`config.mk`:
```
export PLATFORM = sky130hd
export DESIGN_NAME = bitmap_glyph_rasterizer_flat
export DESIGN_NICKNAME = d
export VERILOG_FILES = /design/src/sv/bgr_pkg.sv /design/src/sv/bgr_if.sv /design/src/sv/bitmap_glyph_rasterizer.sv /design/src/sv/bgr_font_rom.sv /design/src/sv/bgr_sat_add.sv /design/src/flat_wrapper.sv
export SDC_FILE = /design/constraint.sdc
export NUM_CORES = 1
export LEC_CHECK = 0
export BUFFER_PORTS_ARGS = -buffer_cell sky130_fd_sc_hd__clkbuf_2
export CAP_MARGIN = 40
export CORE_UTILIZATION = 40
export CTS_CLUSTER_DIAMETER = 60
export DETAILED_ROUTE_END_ITERATION = 12
export HOLD_SLACK_MARGIN = 0.02
export PLACE_DENSITY_LB_ADDON = 0.15
export SETUP_SLACK_MARGIN = 0.1
export SLEW_MARGIN = 15
export SYNTH_ARGS = -nofsm -noshare
export SYNTH_HDL_FRONTEND = slang
export SYNTH_SLANG_ARGS = --single-unit
```
`constraint.sdc`:
```
create_clock -name clk -period 4.3 [get_ports clk]
set_clock_uncertainty 0.1 [all_clocks]
set_input_delay 0.86 -clock clk [delete_from_list [all_inputs] [get_ports clk]]
set_output_delay 0.86 -clock clk [all_outputs]
set_load 0.05 [all_outputs]
```
`src/sv/bgr_pkg.sv`:
```
// ----------------------------------------------------------------------------
// Bitmap glyph rasterizer package
// Shared types, constants and the 3x5 font table.
// ----------------------------------------------------------------------------
package bgr_pkg;

  localparam int CELL_W     = 3;
  localparam int CELL_H     = 5;
  localparam int GLYPH_BITS = CELL_W * CELL_H;

  typedef logic [7:0]            char_t;
  typedef logic [11:0]           pos12_t;
  typedef logic [15:0]           coord_t;
  typedef logic [3:0]            scale_t;
  typedef logic [7:0]            chan_t;
  typedef logic [GLYPH_BITS-1:0] glyph_t;

  // Sequencer states.
  typedef enum logic [1:0] {
    ST_IDLE,
    ST_LOAD,
    ST_SCAN,
    ST_ADV
  } state_t;

  // Font lookup. Rows top first, column 0 in the upper bit of each row, so the
  // scan order is MSB first. Lower-case letters fold to upper case; any other
  // code, including space, gives an empty glyph.
  function automatic glyph_t glyph_lookup(input char_t code);
    char_t c;
    glyph_t g;
    c = code;
    if (code >= 8'h61 && code <= 8'h7A) begin
      c = code - 8'h20;
    end
    case (c)
      "0":     g = {3'd7, 3'd5, 3'd5, 3'd5, 3'd7};
      "1":     g = {3'd2, 3'd6, 3'd2, 3'd2, 3'd7};
      "2":     g = {3'd7, 3'd1, 3'd7, 3'd4, 3'd7};
      "3":     g = {3'd7, 3'd1, 3'd7, 3'd1, 3'd7};
      "4":     g = {3'd5, 3'd5, 3'd7, 3'd1, 3'd1};
      "5":     g = {3'd7, 3'd4, 3'd7, 3'd1, 3'd7};
      "6":     g = {3'd7, 3'd4, 3'd7, 3'd5, 3'd7};
      "7":     g = {3'd7, 3'd1, 3'd1, 3'd1, 3'd1};
      "8":     g = {3'd7, 3'd5, 3'd7, 3'd5, 3'd7};
      "9":     g = {3'd7, 3'd5, 3'd7, 3'd1, 3'd7};
      "A":     g = {3'd7, 3'd5, 3'd7, 3'd5, 3'd5};
      "B":     g = {3'd6, 3'd5, 3'd6, 3'd5, 3'd6};
      "C":     g = {3'd7, 3'd4, 3'd4, 3'd4, 3'd7};
      "D":     g = {3'd6, 3'd5, 3'd5, 3'd5, 3'd6};
      "E":     g = {3'd7, 3'd4, 3'd7, 3'd4, 3'd7};
      "F":     g = {3'd7, 3'd4, 3'd7, 3'd4, 3'd4};
      "G":     g = {3'd7, 3'd4, 3'd5, 3'd5, 3'd7};
      "H":     g = {3'd5, 3'd5, 3'd7, 3'd5, 3'd5};
      "I":     g = {3'd7, 3'd2, 3'd2, 3'd2, 3'd7};
      "J":     g = {3'd1, 3'd1, 3'd1, 3'd5, 3'd7};
      "K":     g = {3'd5, 3'd5, 3'd6, 3'd5, 3'd5};
      "L":     g = {3'd4, 3'd4, 3'd4, 3'd4, 3'd7};
      "M":     g = {3'd5, 3'd7, 3'd7, 3'd5, 3'd5};
      "N":     g = {3'd6, 3'd5, 3'd5, 3'd5, 3'd5};
      "O":     g = {3'd7, 3'd5, 3'd5, 3'd5, 3'd7};
      "P":     g = {3'd7, 3'd5, 3'd7, 3'd4, 3'd4};
      "Q":     g = {3'd7, 3'd5, 3'd5, 3'd7, 3'd3};
      "R":     g = {3'd7, 3'd5, 3'd6, 3'd5, 3'd5};
      "S":     g = {3'd7, 3'd4, 3'd7, 3'd1, 3'd7};
      "T":     g = {3'd7, 3'd2, 3'd2, 3'd2, 3'd2};
      "U":     g = {3'd5, 3'd5, 3'd5, 3'd5, 3'd7};
      "V":     g = {3'd5, 3'd5, 3'd5, 3'd5, 3'd2};
      "W":     g = {3'd5, 3'd5, 3'd7, 3'd7, 3'd5};
      "X":     g = {3'd5, 3'd5, 3'd2, 3'd5, 3'd5};
      "Y":     g = {3'd5, 3'd5, 3'd2, 3'd2, 3'd2};
      "Z":     g = {3'd7, 3'd1, 3'd2, 3'd4, 3'd7};
      ".":     g = {3'd0, 3'd0, 3'd0, 3'd0, 3'd2};
      "-":     g = {3'd0, 3'd0, 3'd7, 3'd0, 3'd0};
      default: g = '0;
    endcase
    return g;
  endfunction

endpackage

```
`src/sv/bgr_if.sv`:
```
// ----------------------------------------------------------------------------
// Bitmap glyph rasterizer channel interfaces
// Valid/ready channels for character items and dot fill commands.
// ----------------------------------------------------------------------------

// Character channel.
interface bgr_in_if;
  logic              valid;
  logic              ready;
  bgr_pkg::char_t    char_code;
  logic              text_start;
  bgr_pkg::pos12_t   origin_x;
  bgr_pkg::pos12_t   line_y;
  bgr_pkg::chan_t    red;
  bgr_pkg::chan_t    green;
  bgr_pkg::chan_t    blue;

  modport source (output valid, char_code, text_start, origin_x, line_y, red, green, blue,
                  input ready);
  modport sink   (input valid, char_code, text_start, origin_x, line_y, red, green, blue,
                  output ready);
endinterface

// Dot fill command channel.
interface bgr_out_if;
  logic              valid;
  logic              ready;
  bgr_pkg::coord_t   rect_x;
  bgr_pkg::coord_t   rect_y;
  bgr_pkg::scale_t   rect_size;
  bgr_pkg::chan_t    fill_red;
  bgr_pkg::chan_t    fill_green;
  bgr_pkg::chan_t    fill_blue;
  logic              last_dot;

  modport source (output valid, rect_x, rect_y, rect_size, fill_red, fill_green, fill_blue,
                  last_dot, input ready);
  modport sink   (input valid, rect_x, rect_y, rect_size, fill_red, fill_green, fill_blue,
                  last_dot, output ready);
endinterface

```
`src/sv/bitmap_glyph_rasterizer.sv`:
```
// ----------------------------------------------------------------------------
// Bitmap glyph rasterizer
// Turns text characters into square dot fill commands with a 3x5 font.
// ----------------------------------------------------------------------------
//   Channel  | Direction | Handshake          | Carries
//   in_ch    | in        | valid/ready        | one character with position and color
//   out_ch   | out       | valid/ready        | one dot fill command
//   cfg_*    | in        | write enable only  | dot scale register
//
// After a character transaction the sequencer passes through LOAD, SCAN and ADV
// before it is ready again, so a new character is taken only once the last one is
// done; the scan shifts out the glyph bits in order and stops after the last set bit.
// Each dot waits for the output register to drain, so a stalled sink stretches
// the scan.
// Reset is synchronous and active low; it clears the pen, the scale to 1 and
// the output valid flag.
// ----------------------------------------------------------------------------
module bitmap_glyph_rasterizer #(
  parameter int ADVANCE_PIXELS = 4
) (
  input  logic            clk,
  input  logic            rst_n,
  bgr_in_if.sink          in_ch,
  bgr_out_if.source       out_ch,
  input  logic            cfg_wr_en,
  input  bgr_pkg::scale_t cfg_wr_data
);
  import bgr_pkg::*;

  localparam int ADV_MAX = ADVANCE_PIXELS * 15;
  localparam int ADV_W   = $clog2(ADV_MAX + 1);
  localparam int B_W     = (ADV_W > 5) ? ADV_W : 5;

  state_t          state_r, state_nxt;
  scale_t          scale_r;
  coord_t          pen_r;
  pos12_t          line_y_r;
  chan_t           red_r, green_r, blue_r;
  glyph_t          glyph_r;
  glyph_t          rom_glyph;
  logic [1:0]      col_r;
  logic [4:0]      x_off_r;
  logic [5:0]      y_off_r;
  logic            out_valid_r;
  coord_t          rect_x_r, rect_y_r;
  scale_t          rect_size_r;
  chan_t           fill_red_r, fill_green_r, fill_blue_r;
  logic            last_dot_r;

  scale_t          s_eff;
  logic [ADV_W-1:0] adv;
  logic [B_W-1:0]  add_b;
  coord_t          add_sum;
  logic            in_xfer;
  logic            out_free;
  logic            step;
  logic            emit;

  // Effective scale and pen advance.
  assign s_eff = (scale_r == '0) ? 4'd1 : scale_r;
  assign adv   = ADV_W'(ADVANCE_PIXELS) * ADV_W'(s_eff);

  // Handshake terms.
  assign in_ch.ready = (state_r == ST_IDLE);
  assign in_xfer     = in_ch.valid && in_ch.ready;
  assign out_free    = !out_valid_r || out_ch.ready;
  assign step        = (state_r == ST_SCAN) && (glyph_r != '0) && (!glyph_r[GLYPH_BITS-1] ||
                       out_free);
  assign emit        = step && glyph_r[GLYPH_BITS-1];

  // Font lookup of the incoming character.
  bgr_font_rom u_rom (
    .clk     (clk),
    .code    (in_ch.char_code),
    .glyph_q (rom_glyph)
  );

  // Shared adder: dot x during the scan, pen advance afterwards.
  assign add_b = (state_r == ST_ADV) ? B_W'(adv) : B_W'(x_off_r);

  bgr_sat_add #(.B_W(B_W)) u_add (
    .a   (pen_r),
    .b   (add_b),
    .sum (add_sum)
  );

  // Sequencer state register.
  always_ff @(posedge clk) begin
    if (!rst_n) begin
      state_r <= ST_IDLE;
    end else begin
      state_r <= state_nxt;
    end
  end

  // Next state.
  always_comb begin
    state_nxt = state_r;
    unique case (state_r)
      ST_IDLE: if (in_xfer) state_nxt = ST_LOAD;
      ST_LOAD: state_nxt = ST_SCAN;
      ST_SCAN: if (glyph_r == '0) state_nxt = ST_ADV;
      ST_ADV:  state_nxt = ST_IDLE;
      default: state_nxt = ST_IDLE;
    endcase
  end

  // Scale register.
  always_ff @(posedge clk) begin
    if (!rst_n) begin
      scale_r <= 4'd1;
    end else if (cfg_wr_en) begin
      scale_r <= cfg_wr_data;
    end
  end

  // Pen register: loaded from the origin at a string start, advanced after each
  // character.
  always_ff @(posedge clk) begin
    if (!rst_n) begin
      pen_r <= '0;
    end else if (in_xfer && in_ch.text_start) begin
      pen_r <= {4'd0, in_ch.origin_x};
    end else if (state_r == ST_ADV) begin
      pen_r <= add_sum;
    end
  end

  // Per-character payload latched at acceptance.
  always_ff @(posedge clk) begin
    if (in_xfer) begin
      line_y_r <= in_ch.line_y;
      red_r    <= in_ch.red;
      green_r  <= in_ch.green;
      blue_r   <= in_ch.blue;
    end
  end

  // Glyph shift register and cell position counters.
  always_ff @(posedge clk) begin
    if (state_r == ST_LOAD) begin
      glyph_r <= rom_glyph;
      col_r   <= '0;
      x_off_r <= '0;
      y_off_r <= '0;
    end else if (step) begin
      glyph_r <= {glyph_r[GLYPH_BITS-2:0], 1'b0};
      if (col_r == 2'(CELL_W - 1)) begin
        col_r   <= '0;
        x_off_r <= '0;
        y_off_r <= y_off_r + 6'(s_eff);
      end else begin
        col_r   <= col_r + 2'd1;
        x_off_r <= x_off_r + 5'(s_eff);
      end
    end
  end

  // Output valid flag.
  always_ff @(posedge clk) begin
    if (!rst_n) begin
      out_valid_r <= 1'b0;
    end else if (emit) begin
      out_valid_r <= 1'b1;
    end else if (out_ch.ready) begin
      out_valid_r <= 1'b0;
    end
  end

  // Output payload register.
  always_ff @(posedge clk) begin
    if (emit) begin
      rect_x_r     <= add_sum;
      rect_y_r     <= {4'd0, line_y_r} + {10'd0, y_off_r};
      rect_size_r  <= s_eff;
      fill_red_r   <= red_r;
      fill_green_r <= green_r;
      fill_blue_r  <= blue_r;
      last_dot_r   <= (glyph_r[GLYPH_BITS-2:0] == '0);
    end
  end

  assign out_ch.valid      = out_valid_r;
  assign out_ch.rect_x     = rect_x_r;
  assign out_ch.rect_y     = rect_y_r;
  assign out_ch.rect_size  = rect_size_r;
  assign out_ch.fill_red   = fill_red_r;
  assign out_ch.fill_green = fill_green_r;
  assign out_ch.fill_blue  = fill_blue_r;
  assign out_ch.last_dot   = last_dot_r;

endmodule

```
`src/sv/bgr_font_rom.sv`:
```
// ----------------------------------------------------------------------------
// Bitmap glyph rasterizer font ROM
// Registered 3x5 glyph lookup with lower-case folding.
// ----------------------------------------------------------------------------
module bgr_font_rom (
  input  logic            clk,
  input  bgr_pkg::char_t  code,
  output bgr_pkg::glyph_t glyph_q
);
  import bgr_pkg::*;

  glyph_t glyph_r;

  // Look up the glyph and register it for the sequencer.
  always_ff @(posedge clk) begin
    glyph_r <= glyph_lookup(code);
  end

  assign glyph_q = glyph_r;

endmodule

```
`src/sv/bgr_sat_add.sv`:
```
// ----------------------------------------------------------------------------
// Bitmap glyph rasterizer saturating adder
// Shared 16-bit add that clamps at 65535, used for dot x and pen advance.
// ----------------------------------------------------------------------------
module bgr_sat_add #(
  parameter int B_W = 7
) (
  input  bgr_pkg::coord_t a,
  input  logic [B_W-1:0]  b,
  output bgr_pkg::coord_t sum
);
  import bgr_pkg::*;

  logic [16:0] full;

  // Widen, add and clamp on carry out.
  assign full = {1'b0, a} + {{(17 - B_W){1'b0}}, b};
  assign sum  = full[16] ? 16'hFFFF : full[15:0];

endmodule

```
`src/flat_wrapper.sv`:
```
// flat-port wrapper written by rule: the top's interface ports become plain ports
module bitmap_glyph_rasterizer_flat import bgr_pkg::*;
#(
  parameter int ADVANCE_PIXELS = 4
)
  (clk, rst_n, cfg_wr_en, cfg_wr_data, in_ch_valid, in_ch_char_code, in_ch_text_start, in_ch_origin_x, in_ch_line_y, in_ch_red, in_ch_green, in_ch_blue, in_ch_ready, out_ch_valid, out_ch_rect_x, out_ch_rect_y, out_ch_rect_size, out_ch_fill_red, out_ch_fill_green, out_ch_fill_blue, out_ch_last_dot, out_ch_ready);
  bgr_in_if in_ch_i ();
  bgr_out_if out_ch_i ();
  input  logic clk;
  input  logic rst_n;
  input  logic cfg_wr_en;
  input  bgr_pkg::scale_t cfg_wr_data;
  input wire logic [$bits(in_ch_i.valid)-1:0] in_ch_valid;
  input wire logic [$bits(in_ch_i.char_code)-1:0] in_ch_char_code;
  input wire logic [$bits(in_ch_i.text_start)-1:0] in_ch_text_start;
  input wire logic [$bits(in_ch_i.origin_x)-1:0] in_ch_origin_x;
  input wire logic [$bits(in_ch_i.line_y)-1:0] in_ch_line_y;
  input wire logic [$bits(in_ch_i.red)-1:0] in_ch_red;
  input wire logic [$bits(in_ch_i.green)-1:0] in_ch_green;
  input wire logic [$bits(in_ch_i.blue)-1:0] in_ch_blue;
  output wire logic [$bits(in_ch_i.ready)-1:0] in_ch_ready;
  output wire logic [$bits(out_ch_i.valid)-1:0] out_ch_valid;
  output wire logic [$bits(out_ch_i.rect_x)-1:0] out_ch_rect_x;
  output wire logic [$bits(out_ch_i.rect_y)-1:0] out_ch_rect_y;
  output wire logic [$bits(out_ch_i.rect_size)-1:0] out_ch_rect_size;
  output wire logic [$bits(out_ch_i.fill_red)-1:0] out_ch_fill_red;
  output wire logic [$bits(out_ch_i.fill_green)-1:0] out_ch_fill_green;
  output wire logic [$bits(out_ch_i.fill_blue)-1:0] out_ch_fill_blue;
  output wire logic [$bits(out_ch_i.last_dot)-1:0] out_ch_last_dot;
  input wire logic [$bits(out_ch_i.ready)-1:0] out_ch_ready;
  assign in_ch_i.valid = in_ch_valid;
  assign in_ch_i.char_code = in_ch_char_code;
  assign in_ch_i.text_start = in_ch_text_start;
  assign in_ch_i.origin_x = in_ch_origin_x;
  assign in_ch_i.line_y = in_ch_line_y;
  assign in_ch_i.red = in_ch_red;
  assign in_ch_i.green = in_ch_green;
  assign in_ch_i.blue = in_ch_blue;
  assign in_ch_ready = in_ch_i.ready;
  assign out_ch_valid = out_ch_i.valid;
  assign out_ch_rect_x = out_ch_i.rect_x;
  assign out_ch_rect_y = out_ch_i.rect_y;
  assign out_ch_rect_size = out_ch_i.rect_size;
  assign out_ch_fill_red = out_ch_i.fill_red;
  assign out_ch_fill_green = out_ch_i.fill_green;
  assign out_ch_fill_blue = out_ch_i.fill_blue;
  assign out_ch_last_dot = out_ch_i.last_dot;
  assign out_ch_i.ready = out_ch_ready;
  bitmap_glyph_rasterizer #(.ADVANCE_PIXELS(ADVANCE_PIXELS)) u_core (.clk(clk), .rst_n(rst_n), .in_ch(in_ch_i), .out_ch(out_ch_i), .cfg_wr_en(cfg_wr_en), .cfg_wr_data(cfg_wr_data));
endmodule
```
==> impl_metrics.tcl <==
set metrics [dict create \
    drc 0 \
    track_usage_pct 17.7 \
    post-cts-setup-buffers 0 \
    ir_worst_vdd_mv 0.215 \
    syn_area_mm2 0.00775 \
    rsz0062_at_grt "false" \
    synth.area.top_cells "edfxtp_1 (42%), dfxtp_1 (13%), ha_1 (5.0%)" \
    grt_pass1_vias 5525 \
    gp_congestion 0.922 \
    setup_violations 0 \
    finalHoldViolations 0 \
    clkTransAtPathRegs_ns 0.07 \
    cts_root_buf "clkbuf_16" \
    drv_cap 0 \
    io_buffers 125 \
    startpoint_type "register" \
    fin_crit_sh_pct 76.3 \
    setup_tns_ns 0 \
    worst_setup_path_end_kind "register" \
    avgSynthCellArea_um2 11.4 \
    critPathMaxFanout 14 \
    min_period_ns 3.28 \
    async_flop_share_pct 0 \
    synth_warnings 0 \
    final_layout_size_suffix_gt1_share_pct 25.9 \
    diodes 0 \
    final_common_cell "clkbuf_2" \
    antenna_found_initial 0 \
    crit_chain "nor3_1, or2_2, mux2_2, ha_1, a211o_1, a21oi_1, buf_4, or3_4, and3_1, a21oi_2" \
    overflow 0 \
    synth-seq-cells 160 \
    yosysTopAreaCell "edfxtp_1" \
    maxSlewViolCount 0 \
    cts_max_level 4 \
    worstSetupPathType "reg -> reg" \
    wl_mm 17.3 \
    cp.arrival_ns 3.48 \
    run_status "completed" \
    io_pins 129 \
    utilization_pct 49.1 \
    slew_headroom_pct 52.5 \
    cts.sinks 160 \
    first_pass_iters 8 \
    synth_edf_count 109 \
    cellPowerDensity_mw_per_mm2 577 \
    vias 5691 \
    ys.flop_type "edfxtp_1" \
    dieHeight_um 141 \
    die_area_mm2 0.0199 \
    synth-seq-area-share_pct 55.4 \
    min_path_cells 0 \
    leakage_nw 3.67 \
    cts_buffers 17 \
    synth_top_area_share_pct 42.2 \
    worstPathRequired_ns 4.50 \
    clk_latency_ns 0.42 \
    grt_max_degree 37 \
    worst_pin_slew_ns 0.713 \
    area_growth_pct 19.2 \
    crit_slowest_cell "and3_1" \
    initial_utilization_pct 41.2 \
    yosysUniqueCellTypes 72 \
    slowest_delay_ns 0.53 \
    final_nets 898 \
    hp-class "reg -> reg" \
    rows 50 \
    dieWidth_um 141 \
    routedWlPerCell_um 16.1 \
    mostFrequentLayoutCells "clkbuf_2 (125), edfxtp_1 (109), nand2_1 (56), dfxtp_1 (51), a21oi_1 (38)" \
    dr.first_iter.drc_count 309 \
    core_mm2 0.0188 \
    clock_path_buffers 2 \
    grt_pass1_wl_mm 27.7 \
    cts_tree "yes" \
    dp_hpwl_mm 12.5 \
    fmax_mhz 305 \
    ant_nets 0 \
    ctsResizeCount 0 \
    synth_cells 682 \
    rrSetupSlack_ns 1.02 \
    post_drt_via_cell_ratio 5.32 \
    reg2reg_depth 10 \
    cts_hold_buf 0 \
]
==> path summary, 6_finish.rpt <==
path,to,startpoint
setup / recovery,u_core.pen_r[0],u_core.scale_r[1]
hold / removal,u_core.out_ch.fill_green[0],u_core.green_r[0]
setup reg to reg,u_core.pen_r[0],u_core.scale_r[1]
hold reg to reg,u_core.out_ch.fill_green[0],u_core.green_r[0]
==> flip-flops by register name (all words and copies together), names as in the netlist, 12 cells and up <==
name                  cells
u_core.glyph_r           15
u_core.line_y_r          12
u_core.out_ch.rect_x     16
u_core.out_ch.rect_y     13
u_core.pen_r             16
u_core.u_rom.glyph_q     15
==> power by group <==
part | internal [mW] | switching [mW]
clock | 0.944 | 0.655
sequential | 2.11 | 0.169
combinational | 0.479 | 0.984
==> cell families (layout without fill, tap and decap cells) <==
kind of cell | Yosys count | after routing | share of synthesized area, %
buf+inv | 69 | 195 | 3.68
other cells | 1 | 3 | 0.0484
compound gates | 164 | 164 | 14.1
flops | 160 | 160 | 55.4
mux | 36 | 36 | 5.29
xor+xnor | 17 | 17 | 1.92
simple gates | 200 | 200 | 13.6
fa+ha+maj | 35 | 35 | 6.03
==> through the flow <==
stage | power (mW) | setup slack (ns) | instance area [µm²] | hold slack (ns) | std cells
after floorplan | 3.38 | 0.897 | 7760 | 0.300 | 684
after global placement | 3.72 | 1.02 | 8590 | 0.300 | 1037
after detailed placement | 3.77 | 0.923 | 8600 | 0.305 | 1038
after CTS | 5.39 | 1.01 | 9250 | 0.321 | 1070
after global routing | 5.61 | 0.784 | 9250 | 0.330 | 1070
final | 5.34 | 1.02 | 9250 | 0.320 | 1070
==> synthesized netlist by cell type (5+ instances only) <==
library cell  count
o31ai_1           7
nand3_1          12
nand2b_1          5
nor3b_1           5
nor4_1            7
a31oi_1           6
and2_1            6
or3_1            17
edfxtp_1        109
nand2_1          56
ha_1             31
mux2_2           20
and3_1           14
a21o_1            6
a211oi_1          8
xnor2_1          12
mux2i_1          14
o211ai_1         13
dfxtp_1          51
a311oi_1          5
nor2b_1          11
nor3_1           11
clkbuf_1         27
nand4_1           6
xor2_1            5
o21ai_0          36
nor2_1           31
a21oi_2           9
a21oi_1          38
inv_1            29
o21a_1            8
==> critical path, delay by kind of cell (launching register included) <==
kind                     cells  cell delay, ns
multiplexers                 1            0.28
AND/OR/NAND/NOR              4            1.18
flip-flops                   1            0.49
buffers and inverters        1            0.16
AO/OA/AOI/OAI                3            0.62
adder cells (fa/ha/maj)      1            0.33
==> per-layer routing <==
metal	up-vias	track usage (%)	routed length, µm
li1	2766	-	-
met1	2712	23.1	7590
met2	194	29.5	8520
met3	19	3.77	907
met4	0	5.43	249
met5	-	0	0
==> area by class of cell <==
class / instances / area [µm²]
well taps: 260 / 325
repair buffers: 132 / 678
multi-input cells: 455 / 3190
fillers: 1694 / 9580
inverters: 31 / 116
clock buffers: 17 / 425
flip-flops and latches: 160 / 4290
clock inverters: 15 / 221
(Power assumes the default switching activity.)
